## src/rtl/itp_pkg.sv

```systemverilog
`default_nettype none

package itp_pkg;

  // ascii codes the converter looks at
  localparam logic [7:0] ChPlus  = 8'h2B;
  localparam logic [7:0] ChMinus = 8'h2D;
  localparam logic [7:0] ChStar  = 8'h2A;
  localparam logic [7:0] ChSlash = 8'h2F;
  localparam logic [7:0] ChCaret = 8'h5E;
  localparam logic [7:0] ChOpen  = 8'h28;
  localparam logic [7:0] ChClose = 8'h29;
  localparam logic [7:0] ChUpA   = 8'h41;
  localparam logic [7:0] ChUpZ   = 8'h5A;
  localparam logic [7:0] ChLoA   = 8'h61;
  localparam logic [7:0] ChLoZ   = 8'h7A;
  localparam logic [7:0] ChDig0  = 8'h30;
  localparam logic [7:0] ChDig9  = 8'h39;
  localparam logic [7:0] ChTerm  = 8'h00;

  typedef logic [1:0] prec_t;

  typedef enum logic [2:0] {
    CLS_OPERAND,
    CLS_OPEN,
    CLS_CLOSE,
    CLS_OPER,
    CLS_OTHER
  } char_class_e;

  typedef enum logic [3:0] {
    ST_IDLE,
    ST_DECODE,
    ST_POP_CLOSE,
    ST_POP_OP,
    ST_PUSH,
    ST_END,
    ST_FLUSH,
    ST_TERM
  } state_e;

  typedef enum logic [1:0] {
    SRC_CHAR,
    SRC_TOP,
    SRC_TERM
  } emit_src_e;

  typedef struct packed {
    logic      load_in;
    logic      emit;
    emit_src_e emit_src;
    logic      pop;
    logic      push;
    logic      clear;
  } cmd_t;

  typedef struct packed {
    char_class_e char_class;
    prec_t       char_prec;
    logic        last;
    logic        empty;
    logic        top_open;
    prec_t       top_prec;
    logic        out_free;
  } status_t;

  function automatic prec_t prec_of(input logic [7:0] c);
    prec_t p;
    unique case (c)
      ChPlus, ChMinus: p = 2'd1;
      ChStar, ChSlash: p = 2'd2;
      ChCaret:         p = 2'd3;
      default:         p = 2'd0;
    endcase
    return p;
  endfunction

  function automatic char_class_e classify(input logic [7:0] c);
    char_class_e k;
    if ((c >= ChLoA && c <= ChLoZ) || (c >= ChUpA && c <= ChUpZ) ||
        (c >= ChDig0 && c <= ChDig9)) begin
      k = CLS_OPERAND;
    end else if (c == ChOpen) begin
      k = CLS_OPEN;
    end else if (c == ChClose) begin
      k = CLS_CLOSE;
    end else if (prec_of(c) != 2'd0) begin
      k = CLS_OPER;
    end else begin
      k = CLS_OTHER;
    end
    return k;
  endfunction

endpackage

`default_nettype wire

```

## src/rtl/itp_if.sv

```systemverilog
`default_nettype none

// infix character channel
interface itp_in_if;
  logic       valid;
  logic       ready;
  logic [7:0] in_char;
  logic       in_last;

  modport source (output valid, output in_char, output in_last, input ready);
  modport sink   (input valid, input in_char, input in_last, output ready);
endinterface

// postfix character channel
interface itp_out_if;
  logic       valid;
  logic       ready;
  logic [7:0] out_char;
  logic       out_last;
  logic       overflow;

  modport source (output valid, output out_char, output out_last, output overflow,
                  input ready);
  modport sink   (input valid, input out_char, input out_last, input overflow,
                  output ready);
endinterface

`default_nettype wire

```

## src/rtl/infix_to_postfix_converter_core.sv

```systemverilog
`default_nettype none

// channel  dir  payload                       handshake
// in_i     in   in_char[7:0], in_last         valid/ready, request taken when both high
// out_o    out  out_char[7:0], out_last,      valid/ready, request taken when both high
//               overflow
//
// one request at a time: accept, decode and a closing step for an operand or an ignored
// character; an open adds a push, an operator pops in a loop and then pushes, and a close
// pops down to its open and drops it, or stops on finding the stack empty
// a last request then flushes the stack top first and sends the terminator
// reset clears the state machine, stack count, overflow flag and output valid, not the ram
// a stalled output holds its register and freezes the pop loop until taken
module infix_to_postfix_converter_core #(
  parameter int STACK_DEPTH = 32
) (
  input  wire logic clk_i,
  input  wire logic rst_ni,
  itp_in_if.sink    in_i,
  itp_out_if.source out_o
);
  import itp_pkg::*;

  // control and status between the sequencer and the datapath
  cmd_t    cmd;
  status_t sts;

  // sequencer: decode, pop loops, push, flush and terminator
  itp_ctrl u_ctrl (
    .clk_i     (clk_i),
    .rst_ni    (rst_ni),
    .in_valid_i(in_i.valid),
    .in_ready_o(in_i.ready),
    .sts_i     (sts),
    .cmd_o     (cmd)
  );

  // datapath: request registers, operator stack, sticky overflow, output register
  itp_dp #(
    .StackDepth(STACK_DEPTH)
  ) u_dp (
    .clk_i      (clk_i),
    .rst_ni     (rst_ni),
    .in_char_i  (in_i.in_char),
    .in_last_i  (in_i.in_last),
    .cmd_i      (cmd),
    .sts_o      (sts),
    .out_valid_o(out_o.valid),
    .out_ready_i(out_o.ready),
    .out_char_o (out_o.out_char),
    .out_last_o (out_o.out_last),
    .overflow_o (out_o.overflow)
  );

endmodule

`default_nettype wire

```

## src/rtl/itp_ram.sv

```systemverilog
`default_nettype none

module itp_ram #(
  parameter int Width = 8,
  parameter int Depth = 32
) (
  input  wire logic                     clk_i,
  input  wire logic                     we_i,
  input  wire logic [$clog2(Depth)-1:0] waddr_i,
  input  wire logic [Width-1:0]         wdata_i,
  input  wire logic [$clog2(Depth)-1:0] raddr_i,
  output logic      [Width-1:0]         rdata_o
);

  logic [Width-1:0] mem_q [Depth];

  always_ff @(posedge clk_i) begin
    if (we_i) begin
      mem_q[waddr_i] <= wdata_i;
    end
    rdata_o <= mem_q[raddr_i];
  end

endmodule

`default_nettype wire

```

## src/rtl/itp_ctrl.sv

```systemverilog
`default_nettype none

module itp_ctrl (
  input  wire logic             clk_i,
  input  wire logic             rst_ni,
  input  wire logic             in_valid_i,
  output logic                  in_ready_o,
  input  wire itp_pkg::status_t sts_i,
  output itp_pkg::cmd_t         cmd_o
);
  import itp_pkg::*;

  state_e state_q, state_d;

  always_ff @(posedge clk_i or negedge rst_ni) begin
    if (!rst_ni) begin
      state_q <= ST_IDLE;
    end else begin
      state_q <= state_d;
    end
  end

  always_comb begin
    state_d        = state_q;
    cmd_o          = '0;
    cmd_o.emit_src = SRC_CHAR;
    in_ready_o     = 1'b0;
    unique case (state_q)
      ST_IDLE: begin
        in_ready_o = 1'b1;
        if (in_valid_i) begin
          cmd_o.load_in = 1'b1;
          state_d       = ST_DECODE;
        end
      end
      ST_DECODE: begin
        unique case (sts_i.char_class)
          CLS_OPERAND: begin
            if (sts_i.out_free) begin
              cmd_o.emit = 1'b1;
              state_d    = ST_END;
            end
          end
          CLS_OPEN:  state_d = ST_PUSH;
          CLS_CLOSE: state_d = ST_POP_CLOSE;
          CLS_OPER:  state_d = ST_POP_OP;
          default:   state_d = ST_END;
        endcase
      end
      // pop down to the matching open paren, which is dropped
      ST_POP_CLOSE: begin
        if (sts_i.empty) begin
          state_d = ST_END;
        end else if (sts_i.top_open) begin
          cmd_o.pop = 1'b1;
          state_d   = ST_END;
        end else if (sts_i.out_free) begin
          cmd_o.pop      = 1'b1;
          cmd_o.emit     = 1'b1;
          cmd_o.emit_src = SRC_TOP;
        end
      end
      // pop while top binds at least as tight
      ST_POP_OP: begin
        if (!sts_i.empty && sts_i.char_prec <= sts_i.top_prec) begin
          if (sts_i.out_free) begin
            cmd_o.pop      = 1'b1;
            cmd_o.emit     = 1'b1;
            cmd_o.emit_src = SRC_TOP;
          end
        end else begin
          state_d = ST_PUSH;
        end
      end
      ST_PUSH: begin
        cmd_o.push = 1'b1;
        state_d    = ST_END;
      end
      // this state also lets the stack read catch up after a write
      ST_END: begin
        state_d = sts_i.last ? ST_FLUSH : ST_IDLE;
      end
      ST_FLUSH: begin
        if (sts_i.empty) begin
          state_d = ST_TERM;
        end else if (sts_i.out_free) begin
          cmd_o.pop      = 1'b1;
          cmd_o.emit     = 1'b1;
          cmd_o.emit_src = SRC_TOP;
        end
      end
      ST_TERM: begin
        if (sts_i.out_free) begin
          cmd_o.emit     = 1'b1;
          cmd_o.emit_src = SRC_TERM;
          cmd_o.clear    = 1'b1;
          state_d        = ST_IDLE;
        end
      end
      default: state_d = ST_IDLE;
    endcase
  end

endmodule

`default_nettype wire

```

## src/rtl/itp_dp.sv

```systemverilog
`default_nettype none

module itp_dp #(
  parameter int StackDepth = 32
) (
  input  wire logic           clk_i,
  input  wire logic           rst_ni,
  input  wire logic [7:0]     in_char_i,
  input  wire logic           in_last_i,
  input  wire itp_pkg::cmd_t  cmd_i,
  output itp_pkg::status_t    sts_o,
  output logic                out_valid_o,
  input  wire logic           out_ready_i,
  output logic [7:0]          out_char_o,
  output logic                out_last_o,
  output logic                overflow_o
);
  import itp_pkg::*;

  localparam int CntW  = $clog2(StackDepth + 1);
  localparam int AddrW = $clog2(StackDepth);

  logic [7:0]      char_q;
  logic            last_q;
  logic [CntW-1:0] cnt_q, cnt_d;
  logic            ovf_q, ovf_d;
  logic            full;
  logic            wr_en;
  logic [AddrW-1:0] rd_addr;
  logic [7:0]      top;
  logic            out_valid_q;
  logic [7:0]      out_char_q;
  logic            out_last_q;
  logic            out_ovf_q;

  assign full  = (cnt_q == CntW'(StackDepth));
  assign wr_en = cmd_i.push && !full;

  always_comb begin
    cnt_d = cnt_q;
    ovf_d = ovf_q;
    if (cmd_i.clear) begin
      cnt_d = '0;
      ovf_d = 1'b0;
    end else if (cmd_i.pop) begin
      cnt_d = cnt_q - 1'b1;
    end else if (cmd_i.push) begin
      if (full) begin
        ovf_d = 1'b1;
      end else begin
        cnt_d = cnt_q + 1'b1;
      end
    end
  end

  // keep the read port aimed at the next top entry
  always_comb begin
    if (cnt_d == '0) begin
      rd_addr = '0;
    end else begin
      rd_addr = AddrW'(cnt_d - 1'b1);
    end
  end

  itp_ram #(
    .Width(8),
    .Depth(StackDepth)
  ) u_stack (
    .clk_i  (clk_i),
    .we_i   (wr_en),
    .waddr_i(AddrW'(cnt_q)),
    .wdata_i(char_q),
    .raddr_i(rd_addr),
    .rdata_o(top)
  );

  always_ff @(posedge clk_i or negedge rst_ni) begin
    if (!rst_ni) begin
      cnt_q       <= '0;
      ovf_q       <= 1'b0;
      out_valid_q <= 1'b0;
    end else begin
      cnt_q <= cnt_d;
      ovf_q <= ovf_d;
      if (cmd_i.emit) begin
        out_valid_q <= 1'b1;
      end else if (out_ready_i) begin
        out_valid_q <= 1'b0;
      end
    end
  end

  always_ff @(posedge clk_i) begin
    if (cmd_i.load_in) begin
      char_q <= in_char_i;
      last_q <= in_last_i;
    end
    if (cmd_i.emit) begin
      out_ovf_q  <= ovf_q;
      out_last_q <= (cmd_i.emit_src == SRC_TERM);
      case (cmd_i.emit_src)
        SRC_TOP:  out_char_q <= top;
        SRC_TERM: out_char_q <= ChTerm;
        default:  out_char_q <= char_q;
      endcase
    end
  end

  always_comb begin
    sts_o.char_class = classify(char_q);
    sts_o.char_prec  = prec_of(char_q);
    sts_o.last       = last_q;
    sts_o.empty      = (cnt_q == '0);
    sts_o.top_open   = (top == ChOpen);
    sts_o.top_prec   = prec_of(top);
    sts_o.out_free   = !out_valid_q || out_ready_i;
  end

  assign out_valid_o = out_valid_q;
  assign out_char_o  = out_char_q;
  assign out_last_o  = out_last_q;
  assign overflow_o  = out_ovf_q;

endmodule

`default_nettype wire

```

## src/flat_wrapper.sv

```systemverilog
// flat-port wrapper written by rule: the top's interface ports become plain ports
module infix_to_postfix_converter_core_flat import itp_pkg::*;
#(
  parameter int STACK_DEPTH = 32
)
  (clk_i, rst_ni, in_i_valid, in_i_in_char, in_i_in_last, in_i_ready, out_o_valid, out_o_out_char, out_o_out_last, out_o_overflow, out_o_ready);
  itp_in_if in_i_i ();
  itp_out_if out_o_i ();
  input  wire logic clk_i;
  input  wire logic rst_ni;
  input wire logic [$bits(in_i_i.valid)-1:0] in_i_valid;
  input wire logic [$bits(in_i_i.in_char)-1:0] in_i_in_char;
  input wire logic [$bits(in_i_i.in_last)-1:0] in_i_in_last;
  output wire logic [$bits(in_i_i.ready)-1:0] in_i_ready;
  output wire logic [$bits(out_o_i.valid)-1:0] out_o_valid;
  output wire logic [$bits(out_o_i.out_char)-1:0] out_o_out_char;
  output wire logic [$bits(out_o_i.out_last)-1:0] out_o_out_last;
  output wire logic [$bits(out_o_i.overflow)-1:0] out_o_overflow;
  input wire logic [$bits(out_o_i.ready)-1:0] out_o_ready;
  assign in_i_i.valid = in_i_valid;
  assign in_i_i.in_char = in_i_in_char;
  assign in_i_i.in_last = in_i_in_last;
  assign in_i_ready = in_i_i.ready;
  assign out_o_valid = out_o_i.valid;
  assign out_o_out_char = out_o_i.out_char;
  assign out_o_out_last = out_o_i.out_last;
  assign out_o_overflow = out_o_i.overflow;
  assign out_o_i.ready = out_o_ready;
  infix_to_postfix_converter_core #(.STACK_DEPTH(STACK_DEPTH)) u_core (.clk_i(clk_i), .rst_ni(rst_ni), .in_i(in_i_i), .out_o(out_o_i));
endmodule
```

## config.mk

```make
export PLATFORM = sky130hd
export DESIGN_NAME = infix_to_postfix_converter_core_flat
export DESIGN_NICKNAME = d
export VERILOG_FILES = /design/src/rtl/itp_pkg.sv /design/src/rtl/itp_if.sv /design/src/rtl/infix_to_postfix_converter_core.sv /design/src/rtl/itp_ram.sv /design/src/rtl/itp_ctrl.sv /design/src/rtl/itp_dp.sv /design/src/flat_wrapper.sv
export SDC_FILE = /design/constraint.sdc
export NUM_CORES = 1
export LEC_CHECK = 0
export BUFFER_PORTS_ARGS = -buffer_cell sky130_fd_sc_hd__buf_2
export CELL_PAD_IN_SITES_DETAIL_PLACEMENT = 1
export CELL_PAD_IN_SITES_GLOBAL_PLACEMENT = 2
export CORE_ASPECT_RATIO = 1.4
export CORE_MARGIN = 5
export CORE_UTILIZATION = 47
export CTS_BUF_LIST = sky130_fd_sc_hd__clkbuf_8
export CTS_CLUSTER_DIAMETER = 80
export DETAILED_ROUTE_END_ITERATION = 8
export GPL_TIMING_DRIVEN = 0
export PLACE_DENSITY_LB_ADDON = 0.1
export SLEW_MARGIN = 10
export SYNTH_ARGS = -nofsm -noshare
export SYNTH_HDL_FRONTEND = slang
export SYNTH_SLANG_ARGS = --single-unit
```

## constraint.sdc

```tcl
create_clock -name clk_i -period 6.1 [get_ports clk_i]
set_input_delay 0.305 -clock clk_i [delete_from_list [all_inputs] [get_ports clk_i]]
set_output_delay 0.305 -clock clk_i [all_outputs]
set_load 0.005 [all_outputs]
```

**After elaboration in Yosys (flattened, before gate mapping)**

Memories as Yosys holds them, arrays and structs flattened. A register that Yosys moved wholly into a read port is not among the register bits.
Cells that the tools add are included.

- Magnitude comparators: 7
- Reduce and logical (&&, ||, !) cells: 25
- $add $sub $neg: 3
- Equality and inequality tests: 33
- Muxes and demuxes: 50

Operator list:

| kind | count |
|---|---|
| $eq A8 B6 Y1 const B | 11 |
| $mux W4 | 11 |
| $pmux W4 S8 | 1 |
| $mux W6 | 4 |
| $mux W3 | 7 |
| $eq A4 B3 Y1 const B | 4 |
| $eq A8 B7 Y1 const B | 2 |
| $ge A8 B7 Y1 const B | 2 |
| $le A8 B7 Y1 const B | 2 |
| $mux W1 | 16 |
| $pmux W4 S4 | 1 |
| $pmux W8 S2 | 1 |
| $logic_not A6 Y1 | 2 |
| $pmux W2 S3 | 2 |
| $eq A4 B2 Y1 const B | 2 |
| $ge A8 B6 Y1 const B | 1 |
| $le A8 B6 Y1 const B | 1 |
| $ne A2 B2 Y1 const B | 4 |
| $pmux W2 S4 | 1 |
| $reduce_bool A2 Y1 | 4 |
| $reduce_or A2 Y1 | 4 |
| $add A6 B1 Y6 const B | 1 |
| $eq A3 B2 Y1 const B | 2 |
| $eq A6 B6 Y1 const B | 1 |
| other kinds (20) | 31 |

- RAM bits: 256
- Word-level logic and storage cells: 128
- Flip-flop bits (word level): 31
- Output and inout bits: 12
- Memories: 1

Memories:

| memory | words | bits a word | rd ports | clocked after memory_dff | write ports | RTL line | text |
|---|---|---|---|---|---|---|---|
| u_core.u_dp.u_stack.mem_q | 32 | 8 | 1 | 1 | 1 | itp_ram.sv:15 | `logic [Width-1:0] mem_q [Depth];` |

**Logic depth before layout (Yosys ltp)**

- Depth after elaboration: 15
- Depth in mapped cells: 24

**Modules after synthesis**

From an unflattened synthesis, not the netlist that was laid out.

- Cell total of the unflattened synthesis: 645
- Area total of the unflattened synthesis: 12,161.7 um^2

Modules (own cells, without submodules):

| module | cells an instance | area an instance (um^2) | times used | seq. area each (um^2) |
|---|---|---|---|---|
| itp_ram | 417 | 10,053.4 | 1 | 7,847.5 |
| itp_dp | 175 | 1,722.9 | 1 | 770.7 |
| itp_ctrl | 53 | 385.4 | 1 | 75.1 |

**Worst setup path after synthesis**

No wires, ideal clock.

- Kind: flip-flop to flip-flop
- Start: reg u_core.u_dp.char_q[4]
- End: reg u_core.u_dp.u_stack.rdata_o[7], read port of u_core.u_dp.u_stack.mem_q
- Buffers on the path: 6
- Arrival time: 5,332 ps
- Cell stages (with the launch flop): 25
- Setup slack: 642 ps
- Required time: 5,973 ps
- Library setup time: 127 ps
- Path through: edfxtp_1 -> nor4b_1 -> nand2b_1 -> a21oi_1 -> a31oi_1 -> nor2_1 -> ha_1 -> nor2b_1 -> o311ai_2 -> a31oi_1 -> mux2i_1 -> buf_2 -> buf_2 -> buf_2 -> ha_1 -> o31a_1 -> o311a_2 -> buf_6 -> a31oi_4 -> buf_4 -> buf_4 -> a222oi_1 -> a32oi_1 -> o2111ai_1 -> o21ai_0

- Word-level cells in the longest chain between the ends: 11
- Elaborated cells between the ends (all ways): 17
- Classes of those cells: add/sub: 1; order compare: 1; eq/ne: 5; mux: 6; reduce/logical: 4

Ends and longest elaborated chain:

| element | RTL line | text |
|---|---|---|
| start: declaration | itp_dp.sv:23 | `logic [7:0] char_q;` |
| start signal: assignment | itp_dp.sv:95 | `char_q <= in_char_i;` |
| $eq A8 B6 Y1 | itp_pkg.sv:69 | `unique case (c)` |
| $reduce_or A2 Y1 | itp_pkg.sv:69 |  |
| $pmux W2 S3 (*) | itp_pkg.sv:69 |  |
| $le A2 B2 Y1 (*) | itp_ctrl.sv:65 | `if (!sts_i.empty && sts_i.char_prec <= sts_i.top_prec) begin` |
| $logic_and A1 B1 Y1 (*) | itp_ctrl.sv:65 |  |
| $mux W4 (*) | itp_ctrl.sv:65 |  |
| $pmux W1 S3 (*) | itp_ctrl.sv:28 | `unique case (state_q)` |
| $mux W6 (*) | itp_dp.sv:45 | `end else if (cmd_i.pop) begin` |
| $mux W6 (*) | itp_dp.sv:42 | `if (cmd_i.clear) begin` |
| $sub A5 B1 Y5 / $logic_not A6 Y1 (equally long branches) | itp_dp.sv:61, itp_dp.sv:58 |  |
| $mux W5 (*) | itp_dp.sv:58 | `if (cnt_d == '0) begin` |
| end: declaration | itp_ram.sv:12 | `output logic [Width-1:0] rdata_o` |

Every way passes the cells marked *; elsewhere a longest branch is shown, timed or not.
A chain may end at the register's enable or synchronous reset.

**Worst setup path after layout**

- Start: reg u_core.u_dp.char_q[6]
- End: reg u_core.u_dp.u_stack.rdata_o[3], read port of u_core.u_dp.u_stack.mem_q

Same word-level chain as after synthesis.

==> out/qor.yml <==
cts:
  clk_pin_slew_ns: 0.06
  clock_path_buffers: 3
  h-tree-depth: 2
  cts_buffers: 46
  cts_tree: "done"
  insertion_delay_ns: 0.58
  cts_sinks: 294
  root_buffer: "clkbuf_8"
floorplanning:
  rows: 71
  io_pins: 25
  die_w_um: 149
  die-area_mm2: 0.0306
  core_area_mm2: 0.0268
  initial_core_util_pct: 47.5
  die_y_um: 205
timing:
  rsz0062_at_grt: "false"
  slew_headroom_pct: 27.5
  skew_ns: 0.0276
  holdWs_ns: 0.128
  setup_viol: 0
  setup_ws_ns: 0.190
  period_needed_ns: 5.91
  maxSlewViolCount: 0
  hold_viol_final: 0
  fmax_ghz: 0.169
  fin_crit_sh_pct: 96.9
  tightest_slew_ns: 1.08
grt:
  grt_use_total_pct: 29.3
  antenna_found_initial: 1
  overflow: 0
  grt_pass1_vias: 9597
  grt_max_degree: 24
  grt_pass1_wl_um: 63900
cells_and_area:
  n_antenna_cell: 0
  syn2layout_area_growth_pct: 15.2
  layout_commonest_cell: "edfxtp_1"
  layout-drive-gt1-share_pct: 21.2
  layout.nets: 1048
  final_cell_mix: "edfxtp_1, nand2_1, nor2_1"
  stdcell_count: 1423
setup_path:
  cp_max_fo: 18
  r2r-start: "u_core.u_dp.char_q[6]"
  cp_top_family: "compound AO/OA/AOI/OAI gates"
  crit_buf_inv: 6
  r2r-end: "u_core.u_dp.u_stack.rdata_o[3]"
  cp_cell_sequence: "buf_4 > buf_16 > nor4b_4 > nand2b_1 > a21oi_1 > a31oi_1 > nor2_1 > ha_1 > nor2b_1 > o311ai_4 > a31oi_1 > mux2i_2 > buf_12 > buf_6 > ha_1 > inv_1 > nor2_2 > clkbuf_2 > a222oi_1 > nand2_1 > o211ai_1 > o2111ai_1"
  setup.worst_path.class: "reg2reg"
  crit_path_max_incr_delay_ns: 0.88
  rrSetupSlack_ns: 0.19
  startpoint_type: "flop"
  critPathRequiredTime_ns: 6.52
  slowest_stage: "a222oi_1"
  cp-end-kind: "flop"
  arrival_ns: 6.33
  rr_worst_depth: 22
routing:
  num_vias: 8978
  wl_per_cell_um: 31.1
  first_iter_violations: 1082
  drtPass1Iterations: 6
  vias_per_cell: 6.31
  ant_nets: 0
  routed_wl_um: 44300
  drcViolationCount: 0
job:
  drv_cap: 0
logic_synthesis:
  ys_warn_count: 0
  synth_cell_types: 85
  yosysSeqAreaShare_pct: 68.2
  syn-cell-area_mm2: 0.0127
  synth_top_cell_by_area: "edfxtp_1"
  yosys-top-cells-area: "edfxtp_1, mux2_2, nand2_1"
  ys_ff_latch: 294
  yosysTopAreaCellShare_pct: 64.8
  syn_nets: 946
  synthArstFlopShare_pct: 3.74
  synthCells: 923
  synth_edf_count: 275
  avgSynthCellArea_um2: 13.8
  synthFlopType: "edfxtp_1"
placed_design:
  io_buffers: 24
  placedCellCount: 1320
  place_ws_ns: -2.60
  hpwl_um: 29500
  globalplace.congestion: 0.919
hold_path:
  hp-start: "in_i_valid"
  hold_class: "in2reg"
  min_delay_path_depth: 4
  holdPathEnd: "u_core.u_ctrl.state_q[0]"
run_status:
  run_status: "completed"
## worst reg2reg max path: cells and delay by family, from the launching register on
kind | cells | cell delay, ns
AO/OA/AOI/OAI | 7 | 2.01
AND/OR/NAND/NOR | 6 | 1.06
multiplexers | 1 | 0.37
adder cells (fa/ha/maj) | 2 | 0.64
buffers and inverters | 6 | 1.31
flip-flops | 1 | 0.38
## worst max-delay path by stage
stage / startpoint / end / slack [ns] / cells after the start
2_1_floorplan: u_core.u_dp.char_q[4] / u_core.u_dp.u_stack.rdata_o[7] / 0.64 / 24
5_1_grt: u_core.u_dp.char_q[6] / u_core.u_dp.u_stack.rdata_o[2] / 0.003 / 25
6_report: u_core.u_dp.char_q[6] / u_core.u_dp.u_stack.rdata_o[3] / 0.19 / 22
3_3_place_gp: u_core.u_dp.char_q[5] / u_core.u_dp.u_stack.rdata_o[2] / -2.53 / 22
4_1_cts: u_core.u_dp.char_q[6] / u_core.u_dp.u_stack.rdata_o[3] / 0.03 / 24
3_5_place_dp: u_core.u_dp.char_q[5] / u_core.u_dp.u_stack.rdata_o[2] / -2.60 / 23
## registers in the layout, summed over array words and instances (netlist names)
| register | flops |
|---|---|
| u_core.u_dp.out_valid_o | 1 |
| u_core.u_dp.overflow_o | 1 |
| u_core.u_dp.last_q | 1 |
| u_core.u_dp.u_stack.mem_q | 256 |
| u_core.u_dp.out_last_o | 1 |
| u_core.u_dp.cnt_q | 6 |
| u_core.u_ctrl.state_q | 3 |
| u_core.u_dp.char_q | 8 |
| u_core.u_dp.u_stack.rdata_o | 8 |
| u_core.u_dp.ovf_q | 1 |
| u_core.u_dp.out_char_o | 8 |
## synth_stat cells, types with 8 or more instances
master	n
edfxtp_1	275
nand2_1	105
nor2_1	57
a21oi_1	37
mux2_2	35
o21ai_0	35
clkbuf_1	23
buf_2	21
nand3_1	21
nor3_1	19
a22oi_1	18
mux2i_1	18
inv_1	16
a222oi_1	14
dfrtp_1	11
a31oi_1	10
buf_4	10
ha_1	10
and2_1	9
nand4_1	9
a221oi_1	8
dfxtp_1	8
o211ai_1	8
o221ai_1	8
## timing repair
item | 4_1_cts | 5_1_grt
gates resized for setup | 11 | 8
buffers inserted | 14 | 1
hold buffers | 10 | 0
pin swaps | 3 | 2
endpoints found under the setup margin | 8 | 8
hold endpoints to repair | 20 | 0
## layout make-up
class	count	area [um2]
clock inverter	34	206
tap	365	457
buffer	55	315
multi-input combinational	553	3790
clock buffer	47	647
sequential	294	8690
fill	2678	12100
inverter	18	67.6
timing repair buffer	57	507
## cells by family (layout without fill, tap and decap cells)
| group | Yosys count | count (layout) | synth area share, % |
|---|---|---|---|
| XOR/XNOR | 4 | 4 | 0.275 |
| AO/OA/AOI/OAI | 222 | 222 | 13.2 |
| adder cells (fa/ha/maj) | 10 | 10 | 0.981 |
| multiplexers | 53 | 53 | 4.50 |
| flip-flops | 294 | 294 | 68.2 |
| buffers and inverters | 76 | 211 | 2.91 |
| AND/OR/NAND/NOR | 264 | 264 | 9.97 |
## layer usage
| metal | global-route usage, % | wire [um] |
|---|---|---|
| met1 | 34.8 | 16100 |
| met2 | 50.3 | 22300 |
| met3 | 4.40 | 2880 |
| met4 | 17.5 | 2950 |
| met5 | 0 | 0 |
## stage by stage
stage          utilization [%]  area, um2  TNS, ns
2_1_floorplan                -      12700        0
4_1_cts                   54.5      14600        0
6_report                  54.7      14700        0
5_1_grt                   54.7      14700        0
3_5_place_dp              50.4      13500   -18.18
3_3_place_gp              49.7      13300   -17.95
Power is left out: the tool's default activity adds up to more than one toggle a clock period on the data nets, which glitch-free logic cannot reach.
